--- config.mk ---
export PLATFORM = sky130hd
export DESIGN_NAME = srtf_tick_scheduler_core
export DESIGN_NICKNAME = d
export VERILOG_FILES = /design/src/rtl/srtf_pkg.sv /design/src/rtl/srtf_tick_scheduler_core.sv
export SDC_FILE = /design/constraint.sdc
export NUM_CORES = 1
export LEC_CHECK = 0
export BUFFER_PORTS_ARGS = -buffer_cell sky130_fd_sc_hd__buf_2
export CAP_MARGIN = 20
export CORE_ASPECT_RATIO = 0.9
export CORE_MARGIN = 2
export CORE_UTILIZATION = 25
export DETAILED_ROUTE_END_ITERATION = 7
export GPL_TIMING_DRIVEN = 0
export PLACE_DENSITY = 0.43
export REMOVE_ABC_BUFFERS = 1
export SYNTH_ARGS = -nofsm -noshare
export SYNTH_HDL_FRONTEND = slang
export SYNTH_SLANG_ARGS = --single-unit
--- constraint.sdc ---
create_clock -name aclk -period 12.2 [get_ports aclk]
set_clock_uncertainty 0.15 [all_clocks]
set_input_delay 0.61 -clock aclk [delete_from_list [all_inputs] [get_ports aclk]]
set_output_delay 0.61 -clock aclk [all_outputs]
set_load 0.005 [all_outputs]
--- src/rtl/srtf_pkg.sv ---
package srtf_pkg;

    // Widths of the item fields.
    localparam int KIND_W  = 2;
    localparam int SLOT_IN_W = 4;
    localparam int ARR_W   = 16;
    localparam int BURST_W = 16;
    localparam int OUT_W   = 16;

    // Item kinds.
    localparam logic [KIND_W-1:0] KIND_LOAD  = 2'd0;
    localparam logic [KIND_W-1:0] KIND_TICK  = 2'd1;
    localparam logic [KIND_W-1:0] KIND_CLEAR = 2'd2;

    typedef struct packed {
        logic [KIND_W-1:0]    kind;
        logic [SLOT_IN_W-1:0] slot;
        logic [ARR_W-1:0]     arrival_time;
        logic [BURST_W-1:0]   burst_length;
    } s_item_t;

    typedef struct packed {
        logic [SLOT_IN_W-1:0] running_slot;
        logic                 idle;
        logic                 job_finished;
        logic [OUT_W-1:0]     turnaround;
        logic [OUT_W-1:0]     job_waiting;
        logic [OUT_W-1:0]     current_time;
    } m_item_t;

endpackage

--- src/rtl/srtf_tick_scheduler_core.sv ---
// A tick item sweeps the slot memory at one entry per cycle, then finishes the tick in a
// final state; load, clear and other items go straight to the result hand-off.
// One item is handled at a time; the next item is accepted as soon as the result moves to
// the output register.
// Reset (aresetn, synchronous, active low) clears the time, the loaded and done flags and the
// handshake state; the slot memory is not cleared and needs no clearing pass.
module srtf_tick_scheduler_core #(
    parameter int NUM_SLOTS = 16,
    parameter int TIME_BITS = 16
) (
    input  logic              aclk,
    input  logic              aresetn,
    input  logic              s_valid,
    output logic              s_ready,
    input  srtf_pkg::s_item_t s_item,
    output logic              m_valid,
    input  logic              m_ready,
    output srtf_pkg::m_item_t m_item
);
    import srtf_pkg::*;

    localparam int SLOT_W = (NUM_SLOTS > 1) ? $clog2(NUM_SLOTS) : 1;
    localparam int WORD_W = 2 * TIME_BITS + BURST_W;
    localparam logic [SLOT_W-1:0] LAST_SLOT = SLOT_W'(NUM_SLOTS - 1);
    localparam logic [TIME_BITS-1:0] TIME_MAX = {TIME_BITS{1'b1}};

    localparam logic [1:0] ST_IDLE  = 2'd0;
    localparam logic [1:0] ST_SCAN  = 2'd1;
    localparam logic [1:0] ST_FINAL = 2'd2;
    localparam logic [1:0] ST_EMIT  = 2'd3;

    // Saturating increment of a time or wait count.
    function automatic logic [TIME_BITS-1:0] sat_inc(input logic [TIME_BITS-1:0] v);
        return (v == TIME_MAX) ? v : v + 1'b1;
    endfunction

    // Fit a time value into an output field.
    function automatic logic [OUT_W-1:0] to_out(input logic [TIME_BITS-1:0] v);
        logic [TIME_BITS+OUT_W-1:0] w;
        w = {{OUT_W{1'b0}}, v};
        return w[OUT_W-1:0];
    endfunction

    // Fit a slot index into the output slot field.
    function automatic logic [SLOT_IN_W-1:0] to_slot(input logic [SLOT_W-1:0] v);
        logic [SLOT_W+SLOT_IN_W-1:0] w;
        w = {{SLOT_IN_W{1'b0}}, v};
        return w[SLOT_IN_W-1:0];
    endfunction

    // Slot memory: each word holds arrival, remaining and waiting.
    logic [WORD_W-1:0] slot_mem [NUM_SLOTS];
    logic [WORD_W-1:0] rd_data_reg;
    logic              wr_en;
    logic [SLOT_W-1:0] wr_addr;
    logic [WORD_W-1:0] wr_data;
    logic [SLOT_W-1:0] rd_addr;

    logic [1:0]           state_reg, state_next;
    logic [TIME_BITS-1:0] clock_reg, clock_next;
    logic [NUM_SLOTS-1:0] loaded_reg, loaded_next;
    logic [NUM_SLOTS-1:0] done_reg, done_next;
    logic [SLOT_W-1:0]    iss_reg, iss_next;
    logic                 iss_on_reg, iss_on_next;
    logic [SLOT_W-1:0]    chk_idx_reg, chk_idx_next;
    logic                 chk_on_reg, chk_on_next;
    logic                 found_reg, found_next;
    logic [SLOT_W-1:0]    best_idx_reg, best_idx_next;
    logic [TIME_BITS-1:0] best_arr_reg, best_arr_next;
    logic [BURST_W-1:0]   best_rem_reg, best_rem_next;
    logic [TIME_BITS-1:0] best_wait_reg, best_wait_next;
    m_item_t              res_reg, res_next;
    logic                 m_valid_reg, m_valid_next;
    m_item_t              m_item_reg, m_item_next;

    // Load decode: slot range check and arrival clamp.
    logic [SLOT_W+SLOT_IN_W-1:0] slot_wide;
    logic                        slot_in_range;
    logic [SLOT_W-1:0]           slot_idx;
    logic [TIME_BITS+ARR_W-1:0]  arr_wide;
    logic [TIME_BITS+ARR_W-1:0]  time_max_wide;
    logic [TIME_BITS-1:0]        arr_clamp;

    assign slot_wide     = {{SLOT_W{1'b0}}, s_item.slot};
    assign slot_in_range = slot_wide < (SLOT_W + SLOT_IN_W)'(NUM_SLOTS);
    assign slot_idx      = slot_wide[SLOT_W-1:0];
    assign arr_wide      = {{TIME_BITS{1'b0}}, s_item.arrival_time};
    assign time_max_wide = {{ARR_W{1'b0}}, TIME_MAX};
    assign arr_clamp     = (arr_wide > time_max_wide) ? TIME_MAX : arr_wide[TIME_BITS-1:0];

    // Fields of the entry under inspection during the sweep.
    logic [TIME_BITS-1:0] chk_arr;
    logic [BURST_W-1:0]   chk_rem;
    logic [TIME_BITS-1:0] chk_wait;
    logic                 chk_ready;
    logic                 chk_better;

    assign chk_arr   = rd_data_reg[WORD_W-1 -: TIME_BITS];
    assign chk_rem   = rd_data_reg[TIME_BITS +: BURST_W];
    assign chk_wait  = rd_data_reg[TIME_BITS-1:0];
    assign chk_ready = chk_on_reg && loaded_reg[chk_idx_reg] && !done_reg[chk_idx_reg]
                       && (chk_arr <= clock_reg);
    assign chk_better = !found_reg || (chk_rem < best_rem_reg)
                        || ((chk_rem == best_rem_reg) && (chk_arr < best_arr_reg));

    // Values for the end of a tick.
    logic [TIME_BITS-1:0] clock_inc;
    logic [BURST_W-1:0]   rem_dec;
    logic [TIME_BITS-1:0] tat;

    assign clock_inc = sat_inc(clock_reg);
    assign rem_dec   = best_rem_reg - 1'b1;
    assign tat       = clock_inc - best_arr_reg;

    assign s_ready = (state_reg == ST_IDLE);
    assign m_valid = m_valid_reg;
    assign m_item  = m_item_reg;

    // Sequencer: decode an item, sweep the slots, finish the tick, hand off the result.
    always_comb begin
        state_next     = state_reg;
        clock_next     = clock_reg;
        loaded_next    = loaded_reg;
        done_next      = done_reg;
        iss_next       = iss_reg;
        iss_on_next    = iss_on_reg;
        chk_idx_next   = chk_idx_reg;
        chk_on_next    = chk_on_reg;
        found_next     = found_reg;
        best_idx_next  = best_idx_reg;
        best_arr_next  = best_arr_reg;
        best_rem_next  = best_rem_reg;
        best_wait_next = best_wait_reg;
        res_next       = res_reg;
        m_item_next    = m_item_reg;
        m_valid_next   = m_valid_reg && !m_ready;
        wr_en          = 1'b0;
        wr_addr        = chk_idx_reg;
        wr_data        = '0;
        rd_addr        = iss_reg;

        unique case (state_reg)
            ST_IDLE: begin
                if (s_valid) begin
                    res_next = '0;
                    unique case (s_item.kind)
                        KIND_LOAD: begin
                            if (slot_in_range) begin
                                wr_en   = 1'b1;
                                wr_addr = slot_idx;
                                wr_data = {arr_clamp, s_item.burst_length, {TIME_BITS{1'b0}}};
                                loaded_next[slot_idx] = 1'b1;
                                done_next[slot_idx]   = (s_item.burst_length == '0);
                            end
                            res_next.current_time = to_out(clock_reg);
                            state_next = ST_EMIT;
                        end
                        KIND_TICK: begin
                            iss_next    = '0;
                            iss_on_next = 1'b1;
                            found_next  = 1'b0;
                            state_next  = ST_SCAN;
                        end
                        KIND_CLEAR: begin
                            clock_next  = '0;
                            loaded_next = '0;
                            done_next   = '0;
                            state_next  = ST_EMIT;
                        end
                        default: begin
                            res_next.current_time = to_out(clock_reg);
                            state_next = ST_EMIT;
                        end
                    endcase
                end
            end
            ST_SCAN: begin
                // Read one entry per cycle; inspect the entry read in the previous cycle.
                chk_on_next  = iss_on_reg;
                chk_idx_next = iss_reg;
                if (iss_on_reg) begin
                    if (iss_reg == LAST_SLOT) begin
                        iss_on_next = 1'b0;
                    end else begin
                        iss_next = iss_reg + 1'b1;
                    end
                end
                // Every ready job gains a wait unit now; the chosen one is restored later.
                if (chk_ready) begin
                    wr_en   = 1'b1;
                    wr_addr = chk_idx_reg;
                    wr_data = {chk_arr, chk_rem, sat_inc(chk_wait)};
                    if (chk_better) begin
                        found_next     = 1'b1;
                        best_idx_next  = chk_idx_reg;
                        best_arr_next  = chk_arr;
                        best_rem_next  = chk_rem;
                        best_wait_next = chk_wait;
                    end
                end
                if (chk_on_reg && (chk_idx_reg == LAST_SLOT)) begin
                    state_next = ST_FINAL;
                end
            end
            ST_FINAL: begin
                clock_next = clock_inc;
                res_next   = '0;
                res_next.current_time = to_out(clock_inc);
                if (found_reg) begin
                    // The running job keeps its old wait count and loses one unit of work.
                    wr_en   = 1'b1;
                    wr_addr = best_idx_reg;
                    wr_data = {best_arr_reg, rem_dec, best_wait_reg};
                    res_next.running_slot = to_slot(best_idx_reg);
                    if (rem_dec == '0) begin
                        done_next[best_idx_reg] = 1'b1;
                        res_next.job_finished   = 1'b1;
                        res_next.turnaround     = to_out(tat);
                        res_next.job_waiting    = to_out(best_wait_reg);
                    end
                end else begin
                    res_next.idle = 1'b1;
                end
                state_next = ST_EMIT;
            end
            ST_EMIT: begin
                if (!m_valid_reg || m_ready) begin
                    m_item_next  = res_reg;
                    m_valid_next = 1'b1;
                    state_next   = ST_IDLE;
                end
            end
            default: begin
                state_next = ST_IDLE;
            end
        endcase
    end

    // Slot memory with one write port and a registered read port.
    always_ff @(posedge aclk) begin
        if (wr_en) begin
            slot_mem[wr_addr] <= wr_data;
        end
        rd_data_reg <= slot_mem[rd_addr];
    end

    // Control state.
    always_ff @(posedge aclk) begin
        if (!aresetn) begin
            state_reg   <= ST_IDLE;
            clock_reg   <= '0;
            loaded_reg  <= '0;
            done_reg    <= '0;
            iss_on_reg  <= 1'b0;
            chk_on_reg  <= 1'b0;
            found_reg   <= 1'b0;
            m_valid_reg <= 1'b0;
        end else begin
            state_reg   <= state_next;
            clock_reg   <= clock_next;
            loaded_reg  <= loaded_next;
            done_reg    <= done_next;
            iss_on_reg  <= iss_on_next;
            chk_on_reg  <= chk_on_next;
            found_reg   <= found_next;
            m_valid_reg <= m_valid_next;
        end
    end

    // Payload and index registers.
    always_ff @(posedge aclk) begin
        iss_reg       <= iss_next;
        chk_idx_reg   <= chk_idx_next;
        best_idx_reg  <= best_idx_next;
        best_arr_reg  <= best_arr_next;
        best_rem_reg  <= best_rem_next;
        best_wait_reg <= best_wait_next;
        res_reg       <= res_next;
        m_item_reg    <= m_item_next;
    end

endmodule

**Word level (Yosys, flattened, before mapping)**

Memories as Yosys holds them, arrays and structs flattened. A register that Yosys moved wholly into a read port is not among the register bits.
Cells that the tools add are included.

- Bits in writable memories: 768
- Register bits: 222
- Bits of input ports: 42
- Memories kept: 1

Memory list:

| memory | depth | bits a word | rd ports | clocked after memory_dff | wr ports | line | RTL |
|---|---|---|---|---|---|---|---|
| slot_mem | 16 | 48 | 1 | 1 | 1 | srtf_tick_scheduler_core.sv:52 | `logic [WORD_W-1:0] slot_mem [NUM_SLOTS];` |

- Equality and inequality tests: 24
- $add $sub $neg: 5
- $lt $le $gt $ge: 10
- Bitwise gates (word level): 2
- Multiplexer cells: 71
- Reduce and logical (&&, ||, !) cells: 33

Operator list:

| cell | count |
|---|---|
| 2-to-1 mux 48 bit | 5 |
| 2-to-1 mux 16 bit | 11 |
| case mux 48 bit (3 select lines) | 1 |
| case mux 16 bit (2 select lines) | 4 |
| case mux 54 bit (2 select lines) | 1 |
| 2-to-1 mux 33 bit | 2 |
| 2-to-1 mux 54 bit | 1 |
| 2-to-1 mux 4 bit | 9 |
| adder 16 x 1 -> 16 bit (second input constant) | 2 |
| == test 16 bit (second input constant) | 2 |
| logical NOT 16 bit | 2 |
| less-than comparator 16 bit | 2 |
| OR 16 bit | 2 |
| 2-to-1 mux 1 bit | 22 |
| less-than comparator 4 x 5 -> 1 bit (second input constant) | 4 |
| inequality test 2 bit (second input constant) | 10 |
| bitwise mux 16 bit | 1 |
| == test 16 bit | 1 |
| greater-than comparator 16 bit (second input constant) | 1 |
| less-or-equal comparator 16 bit | 1 |
| case mux 4 bit (2 select lines) | 2 |
| subtractor 16 x 1 -> 16 bit (second input constant) | 1 |
| subtractor 16 bit | 1 |
| AND reduction 3 bit | 4 |
| 24 further kinds | 53 |

**Depth between registers and ports, before layout**

- Word-level depth: 9
- Depth in mapped cells: 18

**Worst setup path after synthesis**

Ideal clock, no wire load.

- Path type: register to register
- Start point: reg clock_reg[9]
- End point: mem slot_mem[0][0] (netlist name) (enable)
- Slack: 7299 ps
- Clock period less this slack: 4901 ps
- Library setup time: 454 ps
- Required time: 11596 ps
- Stages on the path, launching flop included: 11
- Arrival time: 4297 ps
- Buffers on the path: 2
- Cell sequence: dfxtp_1 > clkbuf_1 > inv_1 > ha_1 > nand4_1 > or2_2 > o32a_1 > nor2_1 > buf_2 > o2111ai_1 > nor2_1

- Cells in the longest elaborated chain, start to end: 6

Ends and longest elaborated chain:

| element | line | RTL |
|---|---|---|
| from (decl) | srtf_tick_scheduler_core.sv:60 | `logic [TIME_BITS-1:0] clock_reg, clock_next;` |
| from (signal assigned) | srtf_tick_scheduler_core.sv:260 | `clock_reg <= clock_next;` |
| less-or-equal comparator 16 bit | srtf_tick_scheduler_core.sv:102 | `&& (chk_arr <= clock_reg);` |
| logical AND 1 bit | srtf_tick_scheduler_core.sv:102 |  |
| 2-to-1 mux 1 bit | srtf_tick_scheduler_core.sv:189 | `if (chk_ready) begin` |
| case mux 1 bit (3 select lines) | srtf_tick_scheduler_core.sv:142 | `unique case (state_reg)` |
| 2-to-1 mux 1 bit | srtf_tick_scheduler_core.sv:241 | `if (wr_en) begin` |
| 2-to-1 mux 1 bit (not written as such) | srtf_tick_scheduler_core.sv:242 | `slot_mem[wr_addr] <= wr_data;` |
| to (decl) | srtf_tick_scheduler_core.sv:52 |  |

Every way passes these cells.

**Worst setup path in the final report**

- Start point: reg clock_reg[0]
- End point: reg res_reg[46] (netlist name) (data pin)

- Cells in the longest elaborated chain, start to end: 6
- Elaborated cells on any way between the ends: 7
- Classes of those cells: 2 x add/sub; 1 x eq/ne; 4 x mux

Ends and longest elaborated chain:

| element | line | RTL |
|---|---|---|
| adder 16 x 1 -> 16 bit or == test 16 bit (tied branches) | srtf_tick_scheduler_core.sv:34 | `return (v == TIME_MAX) ? v : v + 1'b1;` |
| 2-to-1 mux 16 bit * | srtf_tick_scheduler_core.sv:34 |  |
| subtractor 16 bit * | srtf_tick_scheduler_core.sv:113 | `assign tat = clock_inc - best_arr_reg;` |
| 2-to-1 mux 33 bit * | srtf_tick_scheduler_core.sv:215 | `if (rem_dec == '0) begin` |
| 2-to-1 mux 33 bit * | srtf_tick_scheduler_core.sv:209 | `if (found_reg) begin` |
| case mux 54 bit (2 select lines) * | srtf_tick_scheduler_core.sv:142 |  |
| to (signal assigned) | srtf_tick_scheduler_core.sv:278 | `res_reg <= res_next;` |
| to (decl) | srtf_tick_scheduler_core.sv:72 | `m_item_t res_reg, res_next;` |

Every way passes the cells marked *; elsewhere a longest branch is shown, timed or not.
A chain may end at the register's enable or synchronous reset.

==> flow_summary.yaml <==
power_and_ir_drop:
  power.net_switching_mw: 2.52
  ir_drop_mv: 0.110
  fin_total_pwr_mw: 9.59
  p_sw_share_pct: 26.2
  power.share.combinational_pct: 18.2
  internal_power_mw: 7.07
  p_leak_nw: 17.1
  cell_area_power_density_nw_per_um2: 188
  power.share.clock_pct: 36.4
  pwr-share-seq_pct: 45.4
detailed_routing:
  route.antenna.remaining_nets: 0
  first_iter_violations: 1654
  drt-vias-per-instance: 4.65
  route.final.wire_length_mm: 115
  drt_pre_antenna_iters: 6
  drc: 0
  route.vias.total: 22600
  post_drt_wl_per_cell_um: 23.8
sta:
  worst_pin_slew_ps: 1100
  final-max-slew-violation-count: 0
  finalCritPeriodShare_pct: 40.3
  rsz0062_at_grt: "no"
  timing.max_slew.rel_slack_pct: 26.9
  final_critical_path_setup_slack_ps: 7280
  max_freq_ghz: 0.203
  finalSetupViolations: 0
  timing.final.crit_period_ps: 4920
  timing_hold_violations_final: 0
finish:
  layoutNonFillerInstCount: 4852
  final_design_instance_area_without_fill_um2: 51000
  fill_cells: 16100
  share_of_final_layout_standard_cells_stronger_than_drive_strength_1_pct: 25.4
  final_nets: 2640
  area_delta_synth_final_pct: 21.9
  final_core_util_pct: 30.7
  largest_reg_flops: 768
die:
  num_io_pins: 98
  initial_core_util_pct: 25.2
  fp.dieW_um: 435
  dieHeight_um: 392
  design.die.area_um2: 171000
  rows: 142
  area_of_the_core_um2: 166000
placed_design:
  portBuffers: 97
  placed_cell_area_um2: 47100
  pre_cts_ws_ps: 7220
  dp.cells: 4629
  globalplace.congestion: 0.786
  dpl.hpwl_mm: 77.0
global_routing:
  grt_use_total_pct: 13.4
  grt_first_pass_wirelength_mm: 167
  grt_max_degree: 45
  global_route.overflow_total: 0
  grt_pass1_vias: 23400
  antenna_violations_before_repair: 1
synth:
  synth-warning-count: 0
  async_flop_share_pct: 0
  synth.yosys.seq_area_share_pct: 72.1
  synth_edf_count: 936
  synth_seq_cells: 1038
  synth_top_area_share_pct: 67.2
  netlist_area_um2: 41800
  ys_types: 75
  dominantRegCellSynth: "sky130_fd_sc_hd__edfxtp_1"
  post_synth_main_area_contributors: "sky130_fd_sc_hd__edfxtp_1, sky130_fd_sc_hd__mux4_2, sky130_fd_sc_hd__dfxtp_1"
  synth_area_leader_cell: "sky130_fd_sc_hd__edfxtp_1"
  synth_area_per_cell_um2: 18.0
  syn-instance-count: 2319
hold_path:
  min-delay-path-class: "primary input to register"
clock_tree:
  tritoncts: "built"
  cts_sinks: 1038
  ctsRootBufferMaster: "sky130_fd_sc_hd__clkbuf_16"
  cts-htree-levels: 3
  cts_resized: 0
  tritoncts.num_buffers: 113
  post_cts_setup_inserts: 0
  cts_buffer_depth: 3
  post_cts_hold_buffer_count: 0
  cts.reportedPaths.clkPinSlew_ps: 60
  clk-insertion-delay-late_ps: 740
worst_setup_path:
  crit_path_cell_trace: "ha_1 > nand3_1 > or3_1 > xnor2_1 > ha_1 > inv_1 > fa_1 > a211oi_1 > o21ai_0 > a31oi_1 > nor2_1 > o21ai_0 > a21oi_1 > a31oi_1 > xor2_1 > nor2_1"
  critical_path.endpoint_type: "register"
  criticalPathCategory: "register to register"
  critical_path.slowest_cell: "sky130_fd_sc_hd__or3_1"
  worst-endpoint-arrival_ps: 5210
  cp-start-kind: "register"
  critical-path-max-stage-delay_ps: 630
  crit_fanout: 9
  critPathRequiredTime_ps: 12490
status:
  outcome: "finished clean"
run:
  maxCapViolations: 0
logic make-up after synthesis:
| group | synth area share [%] |
|---|---|
| xor gates and xnor gates | 1.03 |
| buffers and inverters | 1.76 |
| DFF | 72.1 |
| muxes | 13.0 |
| AOI/OAI and AO/OA | 4.96 |
| adders and majority gates | 2.29 |
| and+or+nand+nor | 4.85 |
critical path, delay by kind of cell, from the launching register on:
family / cells / cell delay [ps]
AO/OA/AOI/OAI: 6 / 1350
AND/OR/NAND/NOR: 4 / 1150
adder cells (fa/ha/maj): 3 / 920
flip-flops: 1 / 570
XOR/XNOR: 2 / 450
buffers and inverters: 1 / 60
through the flow:
stage               hold WS [ps]  TNS (ps)
finish                       112         0
global route                 117         0
CTS                         81.4         0
detailed placement           255         0
global placement             253   -894140
floorplan                    250         0
power by group through the flow:
stage	registers [mW]	logic [mW]	clock network (mW)
global route	4.38	1.90	3.71
finish	4.35	1.75	3.49
detailed placement	4.43	1.77	0
CTS	4.36	1.78	3.59
global placement	4.72	1.50	0
floorplan	4.50	1.05	0
synth_stat cells (all sizes together), types with 3 or more instances:
cell type / instances
edfxtp: 936
mux4: 241
nor2: 157
dfxtp: 102
clkbuf: 88
nand2: 84
a21oi: 77
inv: 76
ha: 75
o21ai: 53
xnor2: 38
nand3: 36
a222oi: 29
buf: 29
a31oi: 26
nor3: 25
a311oi: 21
nand2b: 18
a21o: 17
nand4: 17
o21a: 17
a211oi: 15
nor2b: 15
and3: 13
and2: 12
nor4: 11
xor2: 11
nor3b: 9
a221oi: 7
a41oi: 7
o2111ai: 5
or2: 4
or3: 4
and4: 3
nor4b: 3
o21bai: 3
o22ai: 3
o31ai: 3
final cells by class:
type	instances	area [um^2]	share of cell area (%)
Antenna cell	1	2.50	0.00491
Timing Repair Buffer	205	2820	5.53
Multi-Input combinational cell	1088	11100	21.8
Inverter	76	285	0.559
Tap cell	2232	2790	5.48
Clock inverter	66	761	1.49
Clock buffer	146	3060	6.01
Sequential cell	1038	30100	59.1
final timing paths:
kind / start / to / slack [ps] / depth (start not counted)
hold / removal: m_ready / m_valid / 110 / 4
hold reg to reg: res_reg[4] / m_item[4] / 270 / 0
setup reg to reg: clock_reg[0] / res_reg[46] / 7280 / 16
setup / recovery: clock_reg[0] / res_reg[46] / 7280 / 16
per-layer routing:
layer / GRT usage (%) / vias up / share of wire (%)
li1: - / 9823 / -
met1: 17.8 / 12100 / 44
met2: 22.8 / 554 / 50
met3: 2.11 / 158 / 3.8
met4: 3.01 / 0 / 1.8
met5: 0 / - / 0
cells in the final DEF (no fill, tap or decap), types with 14 or more instances in the layout:
cell type,instances
sky130_fd_sc_hd__nor3_1,23
sky130_fd_sc_hd__edfxtp_1,936
sky130_fd_sc_hd__nand3_1,35
sky130_fd_sc_hd__inv_1,73
sky130_fd_sc_hd__a311oi_1,18
sky130_fd_sc_hd__dfxtp_1,102
sky130_fd_sc_hd__nor2_1,138
sky130_fd_sc_hd__ha_1,73
sky130_fd_sc_hd__xnor2_1,38
sky130_fd_sc_hd__a211oi_1,15
sky130_fd_sc_hd__nand4_1,17
sky130_fd_sc_hd__nand2b_1,17
sky130_fd_sc_hd__a21oi_1,76
sky130_fd_sc_hd__a222oi_1,29
sky130_fd_sc_hd__clkinv_2,16
sky130_fd_sc_hd__buf_12,44
sky130_fd_sc_hd__nor2b_1,14
sky130_fd_sc_hd__clkbuf_16,114
sky130_fd_sc_hd__mux4_2,241
sky130_fd_sc_hd__clkbuf_1,23
sky130_fd_sc_hd__clkinv_1,18
sky130_fd_sc_hd__nor2_4,17
sky130_fd_sc_hd__buf_16,47
sky130_fd_sc_hd__nand2_1,82
sky130_fd_sc_hd__o21ai_0,44
sky130_fd_sc_hd__buf_2,98
sky130_fd_sc_hd__a31oi_1,26
sky130_fd_sc_hd__a21o_1,17
sky130_fd_sc_hd__o21a_1,16
Note: power is estimated with default switching activity, not from simulation.
